--- config.mk ---
export PLATFORM = sky130hd
export DESIGN_NAME = spectral_flux_shot_detector_flat
export DESIGN_NICKNAME = d
export VERILOG_FILES = /design/src/rtl/sfsd_pkg.sv /design/src/rtl/sfsd_if.sv /design/src/rtl/sfsd_cell.sv /design/src/rtl/sfsd_accum.sv /design/src/rtl/spectral_flux_shot_detector.sv /design/src/flat_wrapper.sv
export SDC_FILE = /design/constraint.sdc
export NUM_CORES = 1
export LEC_CHECK = 0
export BUFFER_PORTS_ARGS = -buffer_cell sky130_fd_sc_hd__buf_2
export CORE_ASPECT_RATIO = 1.1
export CORE_UTILIZATION = 48
export CTS_CLUSTER_SIZE = 25
export DETAILED_ROUTE_END_ITERATION = 12
export HOLD_SLACK_MARGIN = 0.06
export PLACE_DENSITY = 0.74
export SYNTH_ARGS = -nofsm -noshare
export SYNTH_HDL_FRONTEND = slang
export SYNTH_SLANG_ARGS = --single-unit
export TNS_END_PERCENT = 30
--- constraint.sdc ---
create_clock -name clk_i -period 5.5 [get_ports clk_i]
set_input_delay 0.55 -clock clk_i [delete_from_list [all_inputs] [get_ports clk_i]]
set_output_delay 0.55 -clock clk_i [all_outputs]
set_load 0.01 [all_outputs]
--- src/rtl/sfsd_pkg.sv ---
// Shared constants, register codes and types for the spectral flux shot detector.
// No dependencies; every other file imports this package.
package sfsd_pkg;

  localparam int unsigned SFSD_BINS = 32;   // default frame length in bins
  localparam int unsigned MAG_W     = 16;
  localparam int unsigned FLUX_W    = 21;
  localparam int unsigned CNT_W     = 5;
  localparam int unsigned FLOOR_W   = 4;
  localparam int unsigned CFG_W     = 64;
  localparam int unsigned CFG_IDX_W = 2;

  localparam logic [FLUX_W-1:0] FLUX_THR_RST   = 21'd900;
  localparam logic [CNT_W-1:0]  COUNT_THR_RST  = 5'd29;
  localparam logic [CFG_W-1:0]  FLOOR_LOW_RST  = 64'd9833442074477229952;
  localparam logic [CFG_W-1:0]  FLOOR_HIGH_RST = 64'd8608461730003449702;

  typedef enum logic [CFG_IDX_W-1:0] {
    REG_FLUX_THR   = 2'd0,
    REG_COUNT_THR  = 2'd1,
    REG_FLOOR_LOW  = 2'd2,
    REG_FLOOR_HIGH = 2'd3
  } cfg_reg_e;

  // per-beat control from the bin sequencer to the accumulator
  typedef struct packed {
    logic accept;   // input beat taken this cycle
    logic first;    // bin 0: store only
    logic last;     // last bin of the frame: emit result
  } step_t;

endpackage

--- src/rtl/sfsd_if.sv ---
// Valid/ready channel interfaces: spectrum bins in, frame results out.
// Depends on sfsd_pkg for field widths.
interface sfsd_mag_if import sfsd_pkg::*; ();
  logic                    valid;
  logic                    ready;
  logic signed [MAG_W-1:0] magnitude;

  modport source (output valid, output magnitude, input ready);
  modport sink   (input valid, input magnitude, output ready);
endinterface

interface sfsd_res_if import sfsd_pkg::*; ();
  logic              valid;
  logic              ready;
  logic              detected;
  logic [FLUX_W-1:0] flux_sum;
  logic [CNT_W-1:0]  active_count;

  modport source (output valid, output detected, output flux_sum, output active_count,
                  input ready);
  modport sink   (input valid, input detected, input flux_sum, input active_count,
                  output ready);
endinterface

--- src/rtl/sfsd_cell.sv ---
// One cell of the previous-frame delay line: holds one bin magnitude.
// Depends on sfsd_pkg.
module sfsd_cell import sfsd_pkg::*; (
  input  logic                    clk_i,
  input  logic                    rst_ni,
  input  logic                    shift_i,
  input  logic signed [MAG_W-1:0] mag_i,
  output logic signed [MAG_W-1:0] mag_o
);

  logic signed [MAG_W-1:0] mag_q;

  // previous frame resets to zero, so this cell clears too
  always_ff @(posedge clk_i or negedge rst_ni) begin
    if (!rst_ni) begin
      mag_q <= '0;
    end else if (shift_i) begin
      mag_q <= mag_i;
    end
  end

  assign mag_o = mag_q;

endmodule

--- src/rtl/sfsd_accum.sv ---
// Per-bin flux/active accumulation and the registered frame result.
// Depends on sfsd_pkg and sfsd_if.
module sfsd_accum import sfsd_pkg::*; (
  input  logic                    clk_i,
  input  logic                    rst_ni,
  input  step_t                   step_i,
  input  logic signed [MAG_W-1:0] mag_i,
  input  logic signed [MAG_W-1:0] prev_i,
  input  logic [FLOOR_W-1:0]      floor_i,
  input  logic [FLUX_W-1:0]       flux_thr_i,
  input  logic [CNT_W-1:0]        count_thr_i,
  sfsd_res_if.source              res_o
);

  logic signed [MAG_W:0] diff;
  logic [MAG_W:0]        diff_neg;
  logic [MAG_W-1:0]      abs_diff;
  logic                  above;
  logic [FLUX_W-1:0]     flux_q, flux_d;
  logic [CNT_W-1:0]      cnt_q, cnt_d;
  logic                  valid_q;
  logic                  det_q;
  logic [FLUX_W-1:0]     flux_out_q;
  logic [CNT_W-1:0]      cnt_out_q;

  assign diff     = {mag_i[MAG_W-1], mag_i} - {prev_i[MAG_W-1], prev_i};
  assign diff_neg = -diff;
  assign abs_diff = diff[MAG_W] ? diff_neg[MAG_W-1:0] : diff[MAG_W-1:0];
  // floor test reads the magnitude bits as unsigned
  assign above    = $unsigned(mag_i) > {{(MAG_W-FLOOR_W){1'b0}}, floor_i};

  always_comb begin
    flux_d = flux_q;
    cnt_d  = cnt_q;
    if (!step_i.first) begin
      flux_d = flux_q + {{(FLUX_W-MAG_W){1'b0}}, abs_diff};
      cnt_d  = cnt_q + {{(CNT_W-1){1'b0}}, above};
    end
  end

  always_ff @(posedge clk_i or negedge rst_ni) begin
    if (!rst_ni) begin
      flux_q  <= '0;
      cnt_q   <= '0;
      valid_q <= 1'b0;
    end else begin
      if (step_i.accept) begin
        if (step_i.last) begin
          flux_q <= '0;
          cnt_q  <= '0;
        end else begin
          flux_q <= flux_d;
          cnt_q  <= cnt_d;
        end
      end
      if (step_i.accept && step_i.last) begin
        valid_q <= 1'b1;
      end else if (res_o.ready) begin
        valid_q <= 1'b0;
      end
    end
  end

  always_ff @(posedge clk_i) begin
    if (step_i.accept && step_i.last) begin
      det_q      <= (flux_d > flux_thr_i) && (cnt_d > count_thr_i);
      flux_out_q <= flux_d;
      cnt_out_q  <= cnt_d;
    end
  end

  assign res_o.valid        = valid_q;
  assign res_o.detected     = det_q;
  assign res_o.flux_sum     = flux_out_q;
  assign res_o.active_count = cnt_out_q;

endmodule

--- src/rtl/spectral_flux_shot_detector.sv ---
// Top level of the spectral flux shot detector: config registers, bin counter,
// previous-frame cell chain and accumulator. Depends on sfsd_pkg, sfsd_if,
// sfsd_cell and sfsd_accum.
//
//   channel   dir  beat                                      handshake
//   mag_i     in   one spectrum bin (magnitude, signed 16b)  valid/ready
//   res_o     out  one frame result (detected, flux, count)  valid/ready
//   cfg       in   register write (cfg_idx_i, cfg_data_i)    cfg_we_i, no wait
//
// One bin beat per cycle while the last bin is not stalled; the result of a frame
// is registered by the clock edge that takes its last bin.
// Only the last bin of a frame can stall: it waits while the previous result
// still sits untaken in the output register. Other bins are always taken.
// Reset: bin counter and sums to zero, every cell of the previous frame to
// zero, registers to their reset values. No clearing pass.
module spectral_flux_shot_detector import sfsd_pkg::*; #(
  parameter int unsigned BINS = SFSD_BINS
) (
  input  logic                 clk_i,
  input  logic                 rst_ni,
  input  logic                 cfg_we_i,
  input  logic [CFG_IDX_W-1:0] cfg_idx_i,
  input  logic [CFG_W-1:0]     cfg_data_i,
  sfsd_mag_if.sink             mag_i,
  sfsd_res_if.source           res_o
);

  localparam int unsigned POS_W = $clog2(BINS);
  localparam logic [POS_W-1:0] LAST_POS = POS_W'(BINS - 1);

  logic [FLUX_W-1:0]     flux_thr_q;
  logic [CNT_W-1:0]      count_thr_q;
  logic [CFG_W-1:0]      floor_low_q;
  logic [CFG_W-1:0]      floor_high_q;
  logic [POS_W-1:0]      pos_q, pos_d;
  logic                  is_last;
  logic                  accept;
  step_t                 step;
  logic [2*CFG_W-1:0]    floors;
  logic [6:0]            floor_idx;
  logic [FLOOR_W-1:0]    floor_nib;
  logic signed [MAG_W-1:0] tap [BINS+1];

  // ---- configuration registers ----
  always_ff @(posedge clk_i or negedge rst_ni) begin
    if (!rst_ni) begin
      flux_thr_q   <= FLUX_THR_RST;
      count_thr_q  <= COUNT_THR_RST;
      floor_low_q  <= FLOOR_LOW_RST;
      floor_high_q <= FLOOR_HIGH_RST;
    end else if (cfg_we_i) begin
      unique case (cfg_reg_e'(cfg_idx_i))
        REG_FLUX_THR:   flux_thr_q   <= cfg_data_i[FLUX_W-1:0];
        REG_COUNT_THR:  count_thr_q  <= cfg_data_i[CNT_W-1:0];
        REG_FLOOR_LOW:  floor_low_q  <= cfg_data_i;
        REG_FLOOR_HIGH: floor_high_q <= cfg_data_i;
        default: ;
      endcase
    end
  end

  // ---- bin sequencer ----
  assign is_last     = (pos_q == LAST_POS);
  // hold the last bin back only while the output register is still full
  assign mag_i.ready = !(is_last && res_o.valid);
  assign accept      = mag_i.valid && mag_i.ready;

  assign step.accept = accept;
  assign step.first  = (pos_q == '0);
  assign step.last   = is_last;

  assign pos_d = is_last ? '0 : pos_q + 1'b1;

  always_ff @(posedge clk_i or negedge rst_ni) begin
    if (!rst_ni) begin
      pos_q <= '0;
    end else if (accept) begin
      pos_q <= pos_d;
    end
  end

  // noise floor nibble of the current bin
  assign floors    = {floor_high_q, floor_low_q};
  assign floor_idx = {5'(pos_q), 2'b00};
  assign floor_nib = floors[floor_idx +: FLOOR_W];

  // ---- previous-frame chain ----
  // Bins arrive in order, so the cell at the far end always holds the same
  // bin of the frame before: each beat shifts the whole row by one cell.
  assign tap[0] = mag_i.magnitude;

  for (genvar k = 0; k < BINS; k++) begin : g_cell
    sfsd_cell u_cell (
      .clk_i  (clk_i),
      .rst_ni (rst_ni),
      .shift_i(accept),
      .mag_i  (tap[k]),
      .mag_o  (tap[k+1])
    );
  end

  // ---- accumulation and result register ----
  sfsd_accum u_accum (
    .clk_i      (clk_i),
    .rst_ni     (rst_ni),
    .step_i     (step),
    .mag_i      (mag_i.magnitude),
    .prev_i     (tap[BINS]),
    .floor_i    (floor_nib),
    .flux_thr_i (flux_thr_q),
    .count_thr_i(count_thr_q),
    .res_o      (res_o)
  );

endmodule
--- src/flat_wrapper.sv ---
// flat-port wrapper written by rule: the top's interface ports become plain ports
module spectral_flux_shot_detector_flat import sfsd_pkg::*;
#(
  parameter int unsigned BINS = SFSD_BINS
)
  (clk_i, rst_ni, cfg_we_i, cfg_idx_i, cfg_data_i, mag_i_valid, mag_i_magnitude, mag_i_ready, res_o_valid, res_o_detected, res_o_flux_sum, res_o_active_count, res_o_ready);
  sfsd_mag_if mag_i_i ();
  sfsd_res_if res_o_i ();
  input  logic clk_i;
  input  logic rst_ni;
  input  logic cfg_we_i;
  input  logic [CFG_IDX_W-1:0] cfg_idx_i;
  input  logic [CFG_W-1:0] cfg_data_i;
  input wire logic [$bits(mag_i_i.valid)-1:0] mag_i_valid;
  input wire logic [$bits(mag_i_i.magnitude)-1:0] mag_i_magnitude;
  output wire logic [$bits(mag_i_i.ready)-1:0] mag_i_ready;
  output wire logic [$bits(res_o_i.valid)-1:0] res_o_valid;
  output wire logic [$bits(res_o_i.detected)-1:0] res_o_detected;
  output wire logic [$bits(res_o_i.flux_sum)-1:0] res_o_flux_sum;
  output wire logic [$bits(res_o_i.active_count)-1:0] res_o_active_count;
  input wire logic [$bits(res_o_i.ready)-1:0] res_o_ready;
  assign mag_i_i.valid = mag_i_valid;
  assign mag_i_i.magnitude = mag_i_magnitude;
  assign mag_i_ready = mag_i_i.ready;
  assign res_o_valid = res_o_i.valid;
  assign res_o_detected = res_o_i.detected;
  assign res_o_flux_sum = res_o_i.flux_sum;
  assign res_o_active_count = res_o_i.active_count;
  assign res_o_i.ready = res_o_ready;
  spectral_flux_shot_detector #(.BINS(BINS)) u_core (.clk_i(clk_i), .rst_ni(rst_ni), .cfg_we_i(cfg_we_i), .cfg_idx_i(cfg_idx_i), .cfg_data_i(cfg_data_i), .mag_i(mag_i_i), .res_o(res_o_i));
endmodule
Word level (Yosys, flattened, before mapping)
Cells that the tools add are included.
{ "op_classes": {"eq_ne": 4, "shifts": 1, "magnitude_cmp": 3, "n_addsub": 5, "reduce_logical": 12, "muxes": 8} }
{ "ops": {"columns": ["cell", "n"], "rows": [
  ["128-bit by 8-bit indexed part select with 4-bit output", 1],
  ["21-bit two-way mux", 2],
  ["21-bit by 16-bit adder with 21-bit output", 1],
  ["21-bit > comparator", 1],
  ["16-bit by 16-bit subtractor with 17-bit output", 1],
  ["16-bit by 4-bit > comparator with 1-bit output", 1],
  ["16-bit two-way mux", 1],
  ["16-bit negation", 1],
  ["5-bit two-way mux", 3],
  ["2-bit AND reduction", 4],
  ["5-bit by 1-bit adder with 5-bit output", 1],
  ["5-bit by 1-bit adder with 5-bit output, second input constant", 1],
  ["5-bit equality test, second input constant", 1],
  ["5-bit > comparator", 1],
  ["5-bit logical NOT", 1],
  ["2-bit equality test, second input constant", 2],
  ["1-bit logical AND", 4],
  ["2-bit by 1-bit equality test with 1-bit output, second input constant", 1],
  ["2-bit logical NOT", 1],
  ["1-bit two-way mux", 2],
  ["2-bit nonzero test", 1],
  ["1-bit logical NOT", 1]
]} }
{ "totals": {"inputBits": 87, "register_bits": 725} }

Longest topological paths before layout
{ "logic_depth": {"depth_word": 7, "ltp_mapped": 29} }

Cells and area by module
A second synthesis with hierarchy kept.
{ "unflattened": {"cells_unflattened": 2066, "hier_area_um2": 32817.7} }
{ "modules_own_cells": {"columns": ["mod", "seq_area_each_um2", "area_each_um2", "cells_per_inst", "n_inst"], "rows": [
  ["sfsd_cell", 400.4, 649.4, 34, 32],
  ["spectral_flux_shot_detector", 4077.7, 7148.1, 446, 1],
  ["sfsd_accum", 1486.4, 4889.7, 532, 1]
]} }

Worst setup path before layout
No wires, ideal clock.
{ "synth_path": {"path_type": "input -> register", "start": "input mag_i_magnitude[0]", "end": "register u_core.u_accum.det_q (netlist: u_core.u_accum.res_o.detected), data pin", "path_stages": 26, "setup_ps": 263, "n_path_buf": 1, "arrival_ps": 5632, "setup_slack_ps": -395, "path_cell_list": "inv_1 ha_1 fa_1 nand2b_1 a21o_1 a21o_1 o31ai_2 o31ai_4 a31oi_4 buf_6 mux2i_1 ha_1 a211oi_1 nor3_1 o2111ai_1 nand3b_1 a21o_1 a21oi_1 nor2_1 xor2_1 ha_1 nand4_1 nor4_1 a32o_1 a21oi_1 a21boi_0"} }
{ "synth_via": {"elab_chain_cells": 7, "elab_cells_between_ends": 11, "cone_classes": "add/sub (4); order compare (3); mux (3); reduce/logical (1)"} }
{ "synth_rtl": {"columns": ["element", "line_no", "rtl"], "rows": [
  ["from (decl)", "flat_wrapper.sv:15", "input wire logic [$bits(mag_i_i.magnitude)-1:0] mag_i_magnitude;"],
  ["16-bit by 16-bit subtractor with 17-bit output (*)", "sfsd_accum.sv:26", "assign diff = {mag_i[MAG_W-1], mag_i} - {prev_i[MAG_W-1], prev_i};"],
  ["16-bit negation", "sfsd_accum.sv:27", "assign diff_neg = -diff;"],
  ["16-bit two-way mux (*)", "sfsd_accum.sv:28", "assign abs_diff = diff[MAG_W] ? diff_neg[MAG_W-1:0] : diff[MAG_W-1:0];"],
  ["21-bit by 16-bit adder with 21-bit output (*)", "sfsd_accum.sv:36", "flux_d = flux_q + {{(FLUX_W-MAG_W){1'b0}}, abs_diff};"],
  ["21-bit two-way mux (*)", "sfsd_accum.sv:35", "if (!step_i.first) begin"],
  ["named net u_core.u_accum.flux_d[19]", "sfsd_accum.sv:19", "logic [FLUX_W-1:0] flux_q, flux_d;"],
  ["21-bit > comparator (*)", "sfsd_accum.sv:66", "det_q <= (flux_d > flux_thr_i) && (cnt_d > count_thr_i);"],
  ["1-bit logical AND (*)", "sfsd_accum.sv:66", null],
  ["to (signal assigned)", "sfsd_accum.sv:66", null],
  ["to (decl)", "sfsd_accum.sv:22", "logic det_q;"]
]} }
The timed path passes the listed nets; every way through them passes the cells marked *.
A chain may end at the register's enable or synchronous reset.

Worst setup path after layout
{ "layout_path": {"start": "register u_core.g_cell[31].u_cell.mag_q[0]", "end": "register u_core.u_accum.det_q (netlist: u_core.u_accum.res_o.detected), data pin"} }
{ "layout_via": {"elab_chain_cells": 7} }
{ "layout_rtl": {"columns": ["element", "line_no", "rtl"], "rows": [
  ["from (decl)", "sfsd_cell.sv:11", "logic signed [MAG_W-1:0] mag_q;"],
  ["from (signal assigned)", "sfsd_cell.sv:18", "mag_q <= mag_i;"],
  ["16-bit by 16-bit subtractor with 17-bit output (*)", "sfsd_accum.sv:26", null],
  ["16-bit negation", "sfsd_accum.sv:27", null],
  ["16-bit two-way mux (*)", "sfsd_accum.sv:28", null],
  ["21-bit by 16-bit adder with 21-bit output (*)", "sfsd_accum.sv:36", null],
  ["21-bit two-way mux (*)", "sfsd_accum.sv:35", null],
  ["named net u_core.u_accum.flux_d[15]", "sfsd_accum.sv:19", null],
  ["21-bit > comparator (*)", "sfsd_accum.sv:66", null],
  ["1-bit logical AND (*)", "sfsd_accum.sv:66", null]
]} }
Marks and branches as above.

==> flow_summary.json <==
{
  "status": "complete, no violations",
  "tightestPinTransition_ps": 1020,
  "hold_violations": 0,
  "comb_power_share_pct": 29.2,
  "multi_input_comb_area_um2": 12100,
  "ir_drop_uv": 367,
  "maxCapViolations": 0,
  "r2r_end": "u_core.u_accum.res_o.detected",
  "skew_ps": 28.7,
  "io_pins": 116,
  "reg2reg_from": "u_core.g_cell[31].u_cell.mag_o[0]",
  "dp_worst_setup_slack_ps": -478,
  "cts_max_level": 3,
  "power_frac_clock_pct": 29.8,
  "yosysWarnings": 0,
  "netlist_top_cells_count": "nand2_1 (1,583), dfrtp_1 (619), clkbuf_1 (142), mux2_2 (136), dfstp_2 (79)",
  "yosysMostFrequentCell": "nand2_1",
  "wl_per_cell_um": 15.1,
  "die_h_um": 269,
  "area.growth.synth_to_final_pct": 16.8,
  "critPathCaptureType": "flip-flop",
  "synth_top_area_share_pct": 49.8,
  "hp-class": "primary input to flip-flop",
  "fin_crit_sh_pct": 99.8,
  "power_switching_mw": 5.09,
  "cp_max_fo": 7,
  "syn-mean-instance-area_um2": 9.87,
  "antenna_left": 0,
  "syn_area_um2": 31100,
  "start_util_pct": 48.7,
  "required_ps": 5860,
  "setup_slack_ps": 11.7,
  "clockBufferDepth": 3,
  "cp-start-kind": "flip-flop",
  "die_w_um": 245,
  "ys_seq_area_share_pct": 59.1,
  "row_count": 97,
  "cts_inserted_buffers": 72,
  "cts_tree": "done",
  "cts.clk_slew.worst_paths_ps": 60,
  "place_area_um2": 33500,
  "p_sw_share_pct": 30.0,
  "synth_nets": 3306,
  "ff2ff_path_depth": 26,
  "yosysTopAreaCell": "dfrtp_1",
  "ys_ff_latch": 725,
  "place_inst": 4089,
  "drive_above_1_share_pct": 21.1,
  "grt_pass1_wl_um": 107000,
  "powerDensity_nw_per_um2": 468,
  "post_layout_nonfiller_instances": 4245,
  "gp_congestion": 0.879,
  "clk_latency_ps": 610,
  "synth_area_leaders": "dfrtp_1 (50%), nand2_1 (19%), dfstp_2 (6.7%)",
  "critPathArrivalTime_ps": 5850,
  "grt_max_degree": 178,
  "fill_cells": 5276,
  "r2r_setup_slack_ps": 10,
  "cts.sinks": 725,
  "viasPerCell": 5.06,
  "drc": 0,
  "design_area_um2": 36300,
  "rsz0062_at_grt": "true",
  "crit_start": "u_core.g_cell[31].u_cell.mag_o[0]",
  "intPower_mw": 11.9,
  "cts-root-buf": "clkbuf_16",
  "fmax_mhz": 182,
  "port_buffers": 115,
  "grt_overflow": 0,
  "yosysUniqueCellTypes": 80,
  "die-area_um2": 65800,
  "track_usage_pct": 19.7,
  "wl_um": 64100,
  "grt_pass1_vias": 21200,
  "fin_crit_ps": 5490,
  "synthCells": 3149,
  "synth_ff_type": "dfrtp_1",
  "core-area_um2": 63800,
  "antenna_found_initial": 3,
  "leakagePower_nw": 18.6,
  "crit_path_end": "u_core.u_accum.res_o.detected",
  "nets": 3504,
  "drt-initial-drc-count": 1763,
  "seq_power_share_pct": 41.0,
  "drv_slew": 0,
  "synth-async-reset-ratio_pct": 96.3,
  "firstDrtPassIters": 5,
  "finalSetupViolCount": 0,
  "maxSlewHeadroom_pct": 32.3,
  "register_area_um2": 18400,
  "vias": 21500,
  "hpwl_um": 39000,
  "setup.worst_path.class": "flip-flop to flip-flop",
  "synth_edf_count": 27
}
worst min-delay path by stage:
stage	from	end	slack [ps]	depth (start not counted)
CTS	cfg_data_i[33]	u_core.floor_high_q[33]	150	2
finish	cfg_data_i[33]	u_core.floor_high_q[33]	180	2
global route	cfg_data_i[9]	u_core.flux_thr_q[9]	170	3
floorplan	rst_ni	u_core.count_thr_q[1]	250	0
global placement	u_core.g_cell[2].u_cell.mag_o[0]	u_core.g_cell[3].u_cell.mag_o[0]	440	2
detailed placement	u_core.g_cell[1].u_cell.mag_o[3]	u_core.g_cell[2].u_cell.mag_o[3]	450	2
flip-flops by register name, summed over array words and instances, names as in the netlist:
name and cells:
u_core.u_accum.res_o.valid 1, u_core.count_thr_q 5, u_core.u_accum.cnt_q 5, u_core.floor_high_q 64, u_core.u_accum.res_o.detected 1, u_core.pos_q 5
u_core.flux_thr_q 21, u_core.u_accum.flux_q 21, u_core.g_cell.u_cell.mag_o 512, u_core.u_accum.res_o.flux_sum 21, u_core.floor_low_q 64, u_core.u_accum.res_o.active_count 5
per-layer routing:
metal,vias to the layer above,global-route usage [%],part of all wire (%)
met5,-,0,0
met4,0,6.11,2.1
met3,106,2.93,3.7
met2,372,31.7,48
met1,10500,27.8,46
li1,10500,-,-
placed cells by master, fill, tap and decap left out, types with 5 or more instances in the layout:
master,n
a211oi_1,5
a21o_1,16
a21oi_1,32
a21oi_2,6
a22o_1,12
a31oi_1,6
buf_12,15
buf_2,114
buf_4,145
buf_6,9
bufinv_16,6
clkbuf_1,15
clkbuf_16,72
clkbuf_8,19
clkinv_2,5
dfrtp_1,618
dfstp_2,79
edfxtp_1,27
ha_1,65
inv_1,61
mux2_2,136
mux2i_1,8
mux4_2,40
nand2_1,1581
nand2b_1,6
nand3_1,7
nand4_1,10
nor2_1,28
nor2b_1,9
nor3_1,7
o21a_1,11
o21ai_0,65
o21bai_1,5
xnor2_1,29
xor2_1,12
stage by stage:
step	total power, mW	TNS, ps	hold WS (ps)	util, %
6_report	17.0	0	183	56.9
5_1_grt	17.9	-452	175	56.9
4_1_cts	16.8	0	149	56.6
3_5_place_dp	11.5	-478	448	52.4
3_3_place_gp	11.4	-300	444	52.4
2_1_floorplan	9.62	0	254	-
cell type report:
cell class | instances | area share (%)
diodes | 3 | 0.0207
clock buffers | 106 | 5.84
clock inverters | 22 | 0.913
inverters | 61 | 0.630
multi-input cells | 2202 | 33.4
flip-flops and latches | 725 | 50.6
well taps | 841 | 2.90
repair buffers | 285 | 5.74
repair_timing:
item,4_1_cts,5_1_grt
pin swaps,19,29
resized for setup,14,32
hold buffers,1,0
hold endpoints to repair,61,0
setup endpoints to repair,1,2
setup buffers,15,9
cells by family (layout without fill, tap and decap cells):
kind of cell               count (synthesis)  count (layout)  synth area share [%]
and+or+nand+nor                         1695            1695                  21.3
DFF                                      725             725                  59.1
buffers and inverters                    222             474                  2.77
AOI/OAI and AO/OA                        208             208                  4.58
muxes                                    186             186                  8.14
adders and majority gates                 70              70                  2.87
xor gates and xnor gates                  43              43                  1.27
other                                      0               3                     0
power groups by stage:
stage | clock, mW | sequential (mW) | combinational, mW
floorplan | 0 | 6.83 | 2.79
global placement | 0 | 7.00 | 4.36
detailed placement | 0 | 7.02 | 4.47
CTS | 5.17 | 6.95 | 4.71
global route | 5.38 | 7.07 | 5.46
finish | 5.06 | 6.96 | 4.96
worst max-delay path, cell delays in order (launching register included):
cell and delay (ps):
dfrtp_1 420, ha_4 190, fa_2 350, nand2b_4 150, a21o_1 190, a21o_1 210
o31ai_4 230, o31ai_4 120, a31oi_4 170, buf_12 150, nor2_1 50, xnor2_1 170
ha_2 340, a21oi_1 170, o211ai_1 170, o2111ai_2 240, nand3b_1 130, a21o_1 190
a41oi_2 210, xor2_2 190, o21ai_2 100, ha_1 310, nand4_1 140, nor4_2 300
a32o_2 160, a21oi_1 40, a21boi_1 130
Note: power is estimated with default switching activity, not from simulation.
